File: src/rtl/npr_pkg.sv
`timescale 1ns / 1ps
// ----------------------------------------------------------------------------
// Nibble pixel row packer package
// Shared widths, register indexes and the types that pass between the
// top level and the packing core.
// ----------------------------------------------------------------------------
package npr_pkg;

    localparam int PIXEL_W         = 4;
    localparam int PIXELS_PER_WORD = 4;
    localparam int WORD_W          = PIXEL_W * PIXELS_PER_WORD;
    localparam int SLOT_W          = $clog2(PIXELS_PER_WORD);
    localparam int COORD_W         = 16;
    localparam int CFG_IDX_W       = 2;

    localparam logic [CFG_IDX_W-1:0] CFG_RECT_X      = 2'd0;
    localparam logic [CFG_IDX_W-1:0] CFG_RECT_WIDTH  = 2'd1;
    localparam logic [CFG_IDX_W-1:0] CFG_RECT_HEIGHT = 2'd2;

    localparam logic [SLOT_W-1:0] LAST_SLOT = SLOT_W'(PIXELS_PER_WORD - 1);

    typedef struct packed {
        logic [COORD_W-1:0] x;
        logic [COORD_W-1:0] width;
        logic [COORD_W-1:0] height;
    } t_cfg;

    typedef struct packed {
        logic [WORD_W-1:0] packed_word;
        logic              row_end;
        logic              image_end;
    } t_result;

endpackage

File: src/rtl/npr_pack.sv
`timescale 1ns / 1ps
// ----------------------------------------------------------------------------
// Nibble pixel row packer core
// Holds the word accumulator, nibble slot and row and column counts, and
// folds one pixel per step into the current word.
// ----------------------------------------------------------------------------
module npr_pack (
    input  logic                          i_clk,
    input  logic                          i_rst_n,
    input  npr_pkg::t_cfg                 i_cfg,
    input  logic                          i_restart,
    input  logic [npr_pkg::SLOT_W-1:0]    i_start_slot,
    input  logic                          i_step,
    input  logic [npr_pkg::PIXEL_W-1:0]   i_pixel,
    output logic                          o_emit,
    output npr_pkg::t_result              o_result
);

    logic [npr_pkg::WORD_W-1:0]  r_acc;
    logic [npr_pkg::WORD_W-1:0]  n_acc;
    logic [npr_pkg::SLOT_W-1:0]  r_slot;
    logic [npr_pkg::SLOT_W-1:0]  n_slot;
    logic [npr_pkg::COORD_W-1:0] r_col;
    logic [npr_pkg::COORD_W-1:0] n_col;
    logic [npr_pkg::COORD_W-1:0] r_row;
    logic [npr_pkg::COORD_W-1:0] n_row;

    logic [npr_pkg::COORD_W-1:0] w_eff;
    logic [npr_pkg::COORD_W-1:0] h_eff;
    logic [npr_pkg::COORD_W-1:0] col_inc;
    logic [npr_pkg::COORD_W:0]   row_inc;
    logic [npr_pkg::WORD_W-1:0]  acc_fill;
    logic                        last_in_row;
    logic                        last_row;
    logic                        full;

    assign w_eff   = (i_cfg.width == '0) ? npr_pkg::COORD_W'(1) : i_cfg.width;
    assign h_eff   = (i_cfg.height == '0) ? npr_pkg::COORD_W'(1) : i_cfg.height;
    assign col_inc = r_col + npr_pkg::COORD_W'(1);
    assign row_inc = {1'b0, r_row} + (npr_pkg::COORD_W + 1)'(1);

    always_comb begin
        for (int i = 0; i < npr_pkg::PIXELS_PER_WORD; i++) begin
            acc_fill[i*npr_pkg::PIXEL_W +: npr_pkg::PIXEL_W] =
                r_acc[i*npr_pkg::PIXEL_W +: npr_pkg::PIXEL_W] |
                ((r_slot == npr_pkg::SLOT_W'(i)) ? i_pixel : '0);
        end
    end

    assign last_in_row = col_inc >= w_eff;
    assign full        = r_slot == npr_pkg::LAST_SLOT;
    assign last_row    = last_in_row && (row_inc >= {1'b0, h_eff});
    assign o_emit      = full || last_in_row;

    assign o_result.packed_word = acc_fill;
    assign o_result.row_end     = last_in_row;
    assign o_result.image_end   = last_row;

    always_comb begin
        n_acc  = r_acc;
        n_slot = r_slot;
        n_col  = r_col;
        n_row  = r_row;
        if (i_restart) begin
            n_acc  = '0;
            n_slot = i_start_slot;
            n_col  = '0;
            n_row  = '0;
        end else if (i_step) begin
            if (!o_emit) begin
                n_acc  = acc_fill;
                n_slot = r_slot + npr_pkg::SLOT_W'(1);
                n_col  = col_inc;
            end else if (last_in_row) begin
                n_acc  = '0;
                n_slot = i_cfg.x[npr_pkg::SLOT_W-1:0];
                n_col  = '0;
                n_row  = last_row ? '0 : row_inc[npr_pkg::COORD_W-1:0];
            end else begin
                n_acc  = '0;
                n_slot = '0;
                n_col  = col_inc;
            end
        end
    end

    always_ff @(posedge i_clk) begin
        if (!i_rst_n) begin
            r_acc  <= '0;
            r_slot <= '0;
            r_col  <= '0;
            r_row  <= '0;
        end else begin
            r_acc  <= n_acc;
            r_slot <= n_slot;
            r_col  <= n_col;
            r_row  <= n_row;
        end
    end

`ifndef SYNTHESIS
    a_slot_advances: assert property (@(posedge i_clk) disable iff (!i_rst_n)
        i_step && !o_emit && !i_restart |=> r_slot == $past(r_slot) + npr_pkg::SLOT_W'(1))
        else $error("nibble slot did not advance after a non-emitting pixel");

    a_row_end_clears_col: assert property (@(posedge i_clk) disable iff (!i_rst_n)
        i_step && o_emit && last_in_row |=> r_col == '0)
        else $error("column count not cleared at end of row");
`endif

endmodule

File: src/rtl/nibble_pixel_row_packer_top.sv
`timescale 1ns / 1ps
// ----------------------------------------------------------------------------
// Nibble pixel row packer
// Packs 4-bit pixels of a rectangle, four to a 16-bit word, into
// word-aligned rows.
// ----------------------------------------------------------------------------
// The block takes one pixel per clock while the downstream side takes each word.
// A pixel is registered, folded into the accumulator, and a finished word lands
// in the output register, so the sustained rate is one pixel per clock while the
// downstream side takes each word. Pixels that complete no word keep flowing
// while a word waits. Each row starts at nibble rect_x mod 4 with lower nibbles
// zero, and its last word leaves as soon as the last pixel arrives. Any register
// write restarts the rectangle and must only be issued while the block is idle.
// ----------------------------------------------------------------------------
module nibble_pixel_row_packer_top (
    input  logic                             i_clk,
    input  logic                             i_rst_n,
    input  logic                             i_cfg_we,
    input  logic [npr_pkg::CFG_IDX_W-1:0]    i_cfg_index,
    input  logic [npr_pkg::COORD_W-1:0]      i_cfg_wdata,
    input  logic                             i_in_valid,
    output logic                             o_in_stall,
    input  logic [npr_pkg::PIXEL_W-1:0]      i_pixel,
    output logic                             o_out_valid,
    input  logic                             i_out_stall,
    output logic [npr_pkg::WORD_W-1:0]       o_packed_word,
    output logic                             o_row_end,
    output logic                             o_image_end
);

    npr_pkg::t_cfg                 r_cfg;
    npr_pkg::t_cfg                 n_cfg;
    logic                          r_s1_valid;
    logic                          n_s1_valid;
    logic [npr_pkg::PIXEL_W-1:0]   r_s1_pixel;
    logic                          r_out_valid;
    logic                          n_out_valid;
    npr_pkg::t_result              r_out;

    logic                          restart;
    logic [npr_pkg::SLOT_W-1:0]    start_slot;
    logic                          emit;
    logic                          advance;
    logic                          accept_in;
    npr_pkg::t_result              result;

    always_comb begin
        n_cfg   = r_cfg;
        restart = 1'b0;
        if (i_cfg_we) begin
            case (i_cfg_index)
                npr_pkg::CFG_RECT_X: begin
                    n_cfg.x = i_cfg_wdata;
                    restart = 1'b1;
                end
                npr_pkg::CFG_RECT_WIDTH: begin
                    n_cfg.width = i_cfg_wdata;
                    restart     = 1'b1;
                end
                npr_pkg::CFG_RECT_HEIGHT: begin
                    n_cfg.height = i_cfg_wdata;
                    restart      = 1'b1;
                end
                default: begin
                    restart = 1'b0;
                end
            endcase
        end
    end

    assign start_slot = n_cfg.x[npr_pkg::SLOT_W-1:0];

    npr_pack u_pack (
        .i_clk        (i_clk),
        .i_rst_n      (i_rst_n),
        .i_cfg        (r_cfg),
        .i_restart    (restart),
        .i_start_slot (start_slot),
        .i_step       (advance),
        .i_pixel      (r_s1_pixel),
        .o_emit       (emit),
        .o_result     (result)
    );

    assign advance    = r_s1_valid && (!emit || !r_out_valid || !i_out_stall);
    assign o_in_stall = r_s1_valid && !advance;
    assign accept_in  = i_in_valid && !o_in_stall;

    always_comb begin
        n_s1_valid = r_s1_valid;
        if (accept_in) begin
            n_s1_valid = 1'b1;
        end else if (advance) begin
            n_s1_valid = 1'b0;
        end
    end

    always_comb begin
        n_out_valid = r_out_valid;
        if (advance && emit) begin
            n_out_valid = 1'b1;
        end else if (!i_out_stall) begin
            n_out_valid = 1'b0;
        end
    end

    always_ff @(posedge i_clk) begin
        if (!i_rst_n) begin
            r_cfg.x      <= '0;
            r_cfg.width  <= npr_pkg::COORD_W'(1);
            r_cfg.height <= npr_pkg::COORD_W'(1);
            r_s1_valid   <= 1'b0;
            r_out_valid  <= 1'b0;
        end else begin
            r_cfg       <= n_cfg;
            r_s1_valid  <= n_s1_valid;
            r_out_valid <= n_out_valid;
        end
    end

    always_ff @(posedge i_clk) begin
        if (accept_in) begin
            r_s1_pixel <= i_pixel;
        end
        if (advance && emit) begin
            r_out <= result;
        end
    end

    assign o_out_valid   = r_out_valid;
    assign o_packed_word = r_out.packed_word;
    assign o_row_end     = r_out.row_end;
    assign o_image_end   = r_out.image_end;

`ifndef SYNTHESIS
    a_image_end_has_row_end: assert property (@(posedge i_clk) disable iff (!i_rst_n)
        o_out_valid && o_image_end |-> o_row_end)
        else $error("image end flagged on a word that does not end a row");

    a_emit_reaches_output: assert property (@(posedge i_clk) disable iff (!i_rst_n)
        advance && emit |=> o_out_valid)
        else $error("completed word did not reach the output register");

    a_stage_holds: assert property (@(posedge i_clk) disable iff (!i_rst_n)
        r_s1_valid && !advance |=> r_s1_valid && $stable(r_s1_pixel))
        else $error("held pixel was lost or changed");
`endif

endmodule
File: config.mk
export PLATFORM = sky130hd
export DESIGN_NAME = nibble_pixel_row_packer_top
export DESIGN_NICKNAME = d
export VERILOG_FILES = /design/src/rtl/npr_pkg.sv /design/src/rtl/npr_pack.sv /design/src/rtl/nibble_pixel_row_packer_top.sv
export SDC_FILE = /design/constraint.sdc
export NUM_CORES = 1
export LEC_CHECK = 0
export ABC_AREA = 1
export BUFFER_PORTS_ARGS = -buffer_cell sky130_fd_sc_hd__buf_2
export CORE_ASPECT_RATIO = 1.4
export CORE_MARGIN = 4
export CORE_UTILIZATION = 45
export DETAILED_ROUTE_END_ITERATION = 16
export SYNTH_ARGS = -nofsm -noshare
export SYNTH_HDL_FRONTEND = slang
export SYNTH_SLANG_ARGS = --single-unit
File: constraint.sdc
create_clock -name i_clk -period 4.57 [get_ports i_clk]
set_input_delay 0 -clock i_clk [delete_from_list [all_inputs] [get_ports i_clk]]
set_output_delay 0 -clock i_clk [all_outputs]
set_load 0.005 [all_outputs]
==> out/results.tsv <==
stage	metric	value	unit
status	status	complete, no violations	
worst_setup_path	startpoint type of the worst setup path	flip-flop	
sta	measured slew at the worst slew-check pin	995	ps
pwr	static leakage	0.00302	uW
finish	cell area after layout	6500	um^2
worst_setup_path	maximum fanout encountered on the critical timing path	32	
yosys	gate count after technology mapping	738	
yosys	top cells by area in the synthesized netlist	sky130_fd_sc_hd__dfxtp_1 30%, sky130_fd_sc_hd__edfxtp_1 12%, sky130_fd_sc_hd__nand2_1 9.0%, sky130_fd_sc_hd__ha_1 8.4%, sky130_fd_sc_hd__inv_1 7.4%	
yosys	Post-Synthesis Mean Instance Area	7.68	um^2
global_route	aggregate global-route resource usage	19.3	%
place	half-perimeter wire length after placement	9900	um
worst_hold_path	cell depth of the worst min-delay path	3	
detailed_routing	Final Routed Wirelength	13400	um
clock_network	latest clock arrival within the worst-skew pair	340	ps
clock_network	CTS tree	yes	
sta	Relative slew margins	33.5	%
worst_setup_path	arrival time at the worst endpoint	4050	ps
yosys	post-synthesis net count	803	
worst_setup_path	cell seen most often among critical-path stages	sky130_fd_sc_hd__nand2_4	
die	Initial Utilization	46.0	%
worst_setup_path	count of cells along the worst register-to-register path	15	
worst_hold_path	min-delay worst type	input port to flip-flop	
die	total die area	14500	um^2
yosys	asr flop ratio synth	0	%
global_route	number of antenna violations at the first check in global routing	0	
pwr	logic gate share of total power	18.5	%
detailed_routing	Pre-Repair DR Iteration Count	5	
sta	unrepaired setup endpoints after global routing	false	
clock_network	number of clock sinks	108	
sta	final clock skew	7.97	ps
worst_setup_path	slowest stage cell, crit path	sky130_fd_sc_hd__inv_1	
yosys	Synth cell types	37	
sta	Final setup viols	0	
yosys	most area-hungry cell type in the Yosys netlist	sky130_fd_sc_hd__dfxtp_1	
sta	pins over their slew limit	0	
yosys	number of warnings printed during yosys synthesis	0	
detailed_routing	via count	4789	
detailed_routing	antenna-violating nets left	0	
worst_setup_path	element type at the critical path end	flip-flop	
finish	share of final-layout standard cells stronger than drive strength 1	11.9	%
pwr	switching component of the power	672	uW
die	die span in x	103	um
pwr	Internal Power	1550	uW
pwr	power density over the cells	342	nW/um^2
global_route	first-pass GRT wire length	22300	um
pwr	Switching Fraction	30.2	%
detailed_routing	count of routing violations after the opening detailed-route iteration	198	
sta	count of final hold-check violations	0	
yosys	Netlist Area Pre-Place	5670	um^2
clock_network	root buffer cell	sky130_fd_sc_hd__clkbuf_16	
worst_setup_path	reg2reg end	o_packed_word[8]	
place	count of placed standard cells including taps	912	
worst_hold_path	capture endpoint of the worst hold path	o_out_valid	
die	area inside the core boundary	12300	um^2
worst_setup_path	type of the setup path with the least slack	flip-flop to flip-flop	
clock_network	clock buffer count from CTS	9	
clock_network	Post-CTS Setup Bufs	0	
die	total I/O pin count	47	
yosys	Yosys top cell area share	30.4	%
worst_setup_path	delay of the slowest cell on the worst path	500	ps
detailed_routing	remaining design rule violation count	0	
pwr	highest ir drop seen on vdd	188	uV
die	die outline height	141	um
sta	Fmax	245	MHz
worst_setup_path	Critical Path, Cell by Cell	ha_1 > nand3_1 > nor4_2 > nand4_1 > xor2_1 > ha_1 > nand2_1 > o21ai_0 > a21oi_2 > nand3_4 > nand2_4 > nand2_4 > inv_4 > nand2_4 > inv_1	
clock_network	clk slew on worst S/H paths	70	ps
yosys	most used flip-flop cell after synthesis	sky130_fd_sc_hd__dfxtp_1	
finish	Final #Nets	861	
run	max-capacitance violation count	0	
clock_network	number of H-tree levels	3	
place	port buffer count	46	
finish	antenna diode count	0	
pwr	sequential power share	47.6	%
detailed_routing	vias per cell	5.04	
pwr	proportion of power drawn by the clock network	33.9	%
clock_network	maximum count of clock buffers along a single path	2	
worst_setup_path	FF-to-FF setup slack	490	ps
worst_setup_path	data required time of the worst path	4540	ps
sta	post-route setup TNS	0	ps
detailed_routing	Routed WL per cell	14.1	um
die	number of rows created at floorplan	48	
finish	Synth-to-Final Area Change	14.7	%
worst_setup_path	start of the worst register-to-register path	u_pack.r_col[0]	
worst_hold_path	hold_sp	i_out_stall	
yosys	count of flip-flops with a built-in enable after synthesis	22	
finish	non-filler cells, final	951	
place	area of placed instances	5980	um^2
global_route	final global-route overflow total	0	
global_route	maximum number of pins on one net before global-route repair	36	
sta	share of the cycle needed by the critical path after routing	89.3	%
yosys	portion of the post-synthesis area used by sequential elements	42.0	%
global_route	vias in the first global route	4713	
yosys	Synth Register Bits	108	
sta	minimum clock period after layout	4080	ps
place	Routability Congestion	0.852	
==> registers in the layout, summed over array words and instances, names as in the netlist, 2 cells and up <==
name and count:
u_pack.r_slot 2, u_pack.r_row 16, r_s1_pixel 4, u_pack.r_acc 16, u_pack.r_col 16, r_cfg 34, o_packed_word 16
==> repair_timing <==
item,4_1_cts,5_1_grt
hold buffers,23,0
hold endpoints to repair,34,0
resized for setup,0,0
==> placed cells by master, fill, tap and decap left out, types with 11 or more instances in the layout <==
| master | count |
|---|---|
| sky130_fd_sc_hd__nor2_1 | 92 |
| sky130_fd_sc_hd__nor3_1 | 11 |
| sky130_fd_sc_hd__a21oi_1 | 52 |
| sky130_fd_sc_hd__dfxtp_1 | 86 |
| sky130_fd_sc_hd__o21ai_0 | 46 |
| sky130_fd_sc_hd__buf_2 | 46 |
| sky130_fd_sc_hd__dlygate4sd3_1 | 23 |
| sky130_fd_sc_hd__ha_1 | 38 |
| sky130_fd_sc_hd__inv_1 | 112 |
| sky130_fd_sc_hd__edfxtp_1 | 22 |
| sky130_fd_sc_hd__nand4_1 | 11 |
| sky130_fd_sc_hd__nand3_1 | 28 |
| sky130_fd_sc_hd__xor2_1 | 25 |
| sky130_fd_sc_hd__nand2_1 | 136 |
| sky130_fd_sc_hd__nor4_1 | 12 |
==> synthesized netlist by cell type (2+ instances only) <==
cell type and n:
sky130_fd_sc_hd__nand2_1 136, sky130_fd_sc_hd__edfxtp_1 22, sky130_fd_sc_hd__nor3_1 11, sky130_fd_sc_hd__o21ai_0 46, sky130_fd_sc_hd__buf_2 7, sky130_fd_sc_hd__mux2i_1 2, sky130_fd_sc_hd__nor2_2 4, sky130_fd_sc_hd__nor4_1 12
sky130_fd_sc_hd__inv_1 112, sky130_fd_sc_hd__nor2_1 92, sky130_fd_sc_hd__nand2_2 4, sky130_fd_sc_hd__inv_2 3, sky130_fd_sc_hd__nand3_1 28, sky130_fd_sc_hd__o21ai_1 2, sky130_fd_sc_hd__buf_4 2, sky130_fd_sc_hd__xor2_1 25
sky130_fd_sc_hd__nand2_4 4, sky130_fd_sc_hd__nand4_1 11, sky130_fd_sc_hd__clkbuf_1 13, sky130_fd_sc_hd__o21a_1 2, sky130_fd_sc_hd__nand3_2 2, sky130_fd_sc_hd__ha_1 38, sky130_fd_sc_hd__dfxtp_1 86, sky130_fd_sc_hd__a41o_1 2
sky130_fd_sc_hd__a21oi_2 7, sky130_fd_sc_hd__a21oi_1 52, sky130_fd_sc_hd__nor4_2 3
==> per-stage QoR <==
step | hold slack, ps | power [uW] | setup slack, ps | utilization (%)
after floorplan | 98.9 | 1370 | 1380 | -
after global placement | 183 | 1470 | 740 | 48.6
after detailed placement | 181 | 1480 | 617 | 48.6
after CTS | 14.0 | 2250 | 444 | 52.8
after global routing | 11.3 | 2350 | 159 | 52.8
final | 4.71 | 2220 | 491 | 52.8
==> logic make-up after synthesis <==
group,count (synthesis),synth area share (%)
AOI/OAI and AO/OA,115,11.1
buffers and inverters,139,9.67
xor gates and xnor gates,25,3.86
DFF,108,42.0
adders and majority gates,38,8.39
and+or+nand+nor,311,24.6
muxes,2,0.353
==> critical path, delay by kind of cell, from the launching register on <==
family / cells / cell delay, ps
compound gates: 2 / 440
xor+xnor: 1 / 270
fa+ha+maj: 2 / 500
buf+inv: 2 / 730
simple gates: 8 / 1340
flops: 1 / 410
==> area by class of cell <==
cell class	count	area, um^2
clock buffers	10	229
multi-input cells	491	2740
well taps	150	188
clock inverters	6	57.6
flip-flops and latches	108	2380
repair buffers	70	468
inverters	116	438
fillers	1170	5810
==> per-layer routing <==
metal / vias to the layer above / GRT usage, % / share of wire (%)
li1: 2486 / - / -
met1: 2189 / 22.5 / 40
met2: 93 / 35.2 / 54
met3: 21 / 2.77 / 3.1
met4: 0 / 7.03 / 3.1
met5: - / 0 / 0
==> power groups by stage <==
stage | Clock (uW) | Combinational, uW | Sequential, uW
2_1_floorplan | 0 | 291 | 1070
6_report | 754 | 412 | 1060
3_3_place_gp | 0 | 386 | 1080
3_5_place_dp | 0 | 398 | 1080
5_1_grt | 814 | 469 | 1070
4_1_cts | 774 | 413 | 1060
==> worst max path at each step <==
stage,startpoint,to,cells after the start
after global routing,u_pack.r_col[0],o_packed_word[8],15
after global placement,u_pack.r_col[0],o_image_end,15
after detailed placement,u_pack.r_col[0],o_packed_word[0],15
final,u_pack.r_col[0],o_packed_word[8],15
after CTS,u_pack.r_col[0],o_packed_word[8],15
after floorplan,u_pack.r_col[0],o_image_end,15
No activity file was read; power rests on OpenSTA's default activity.
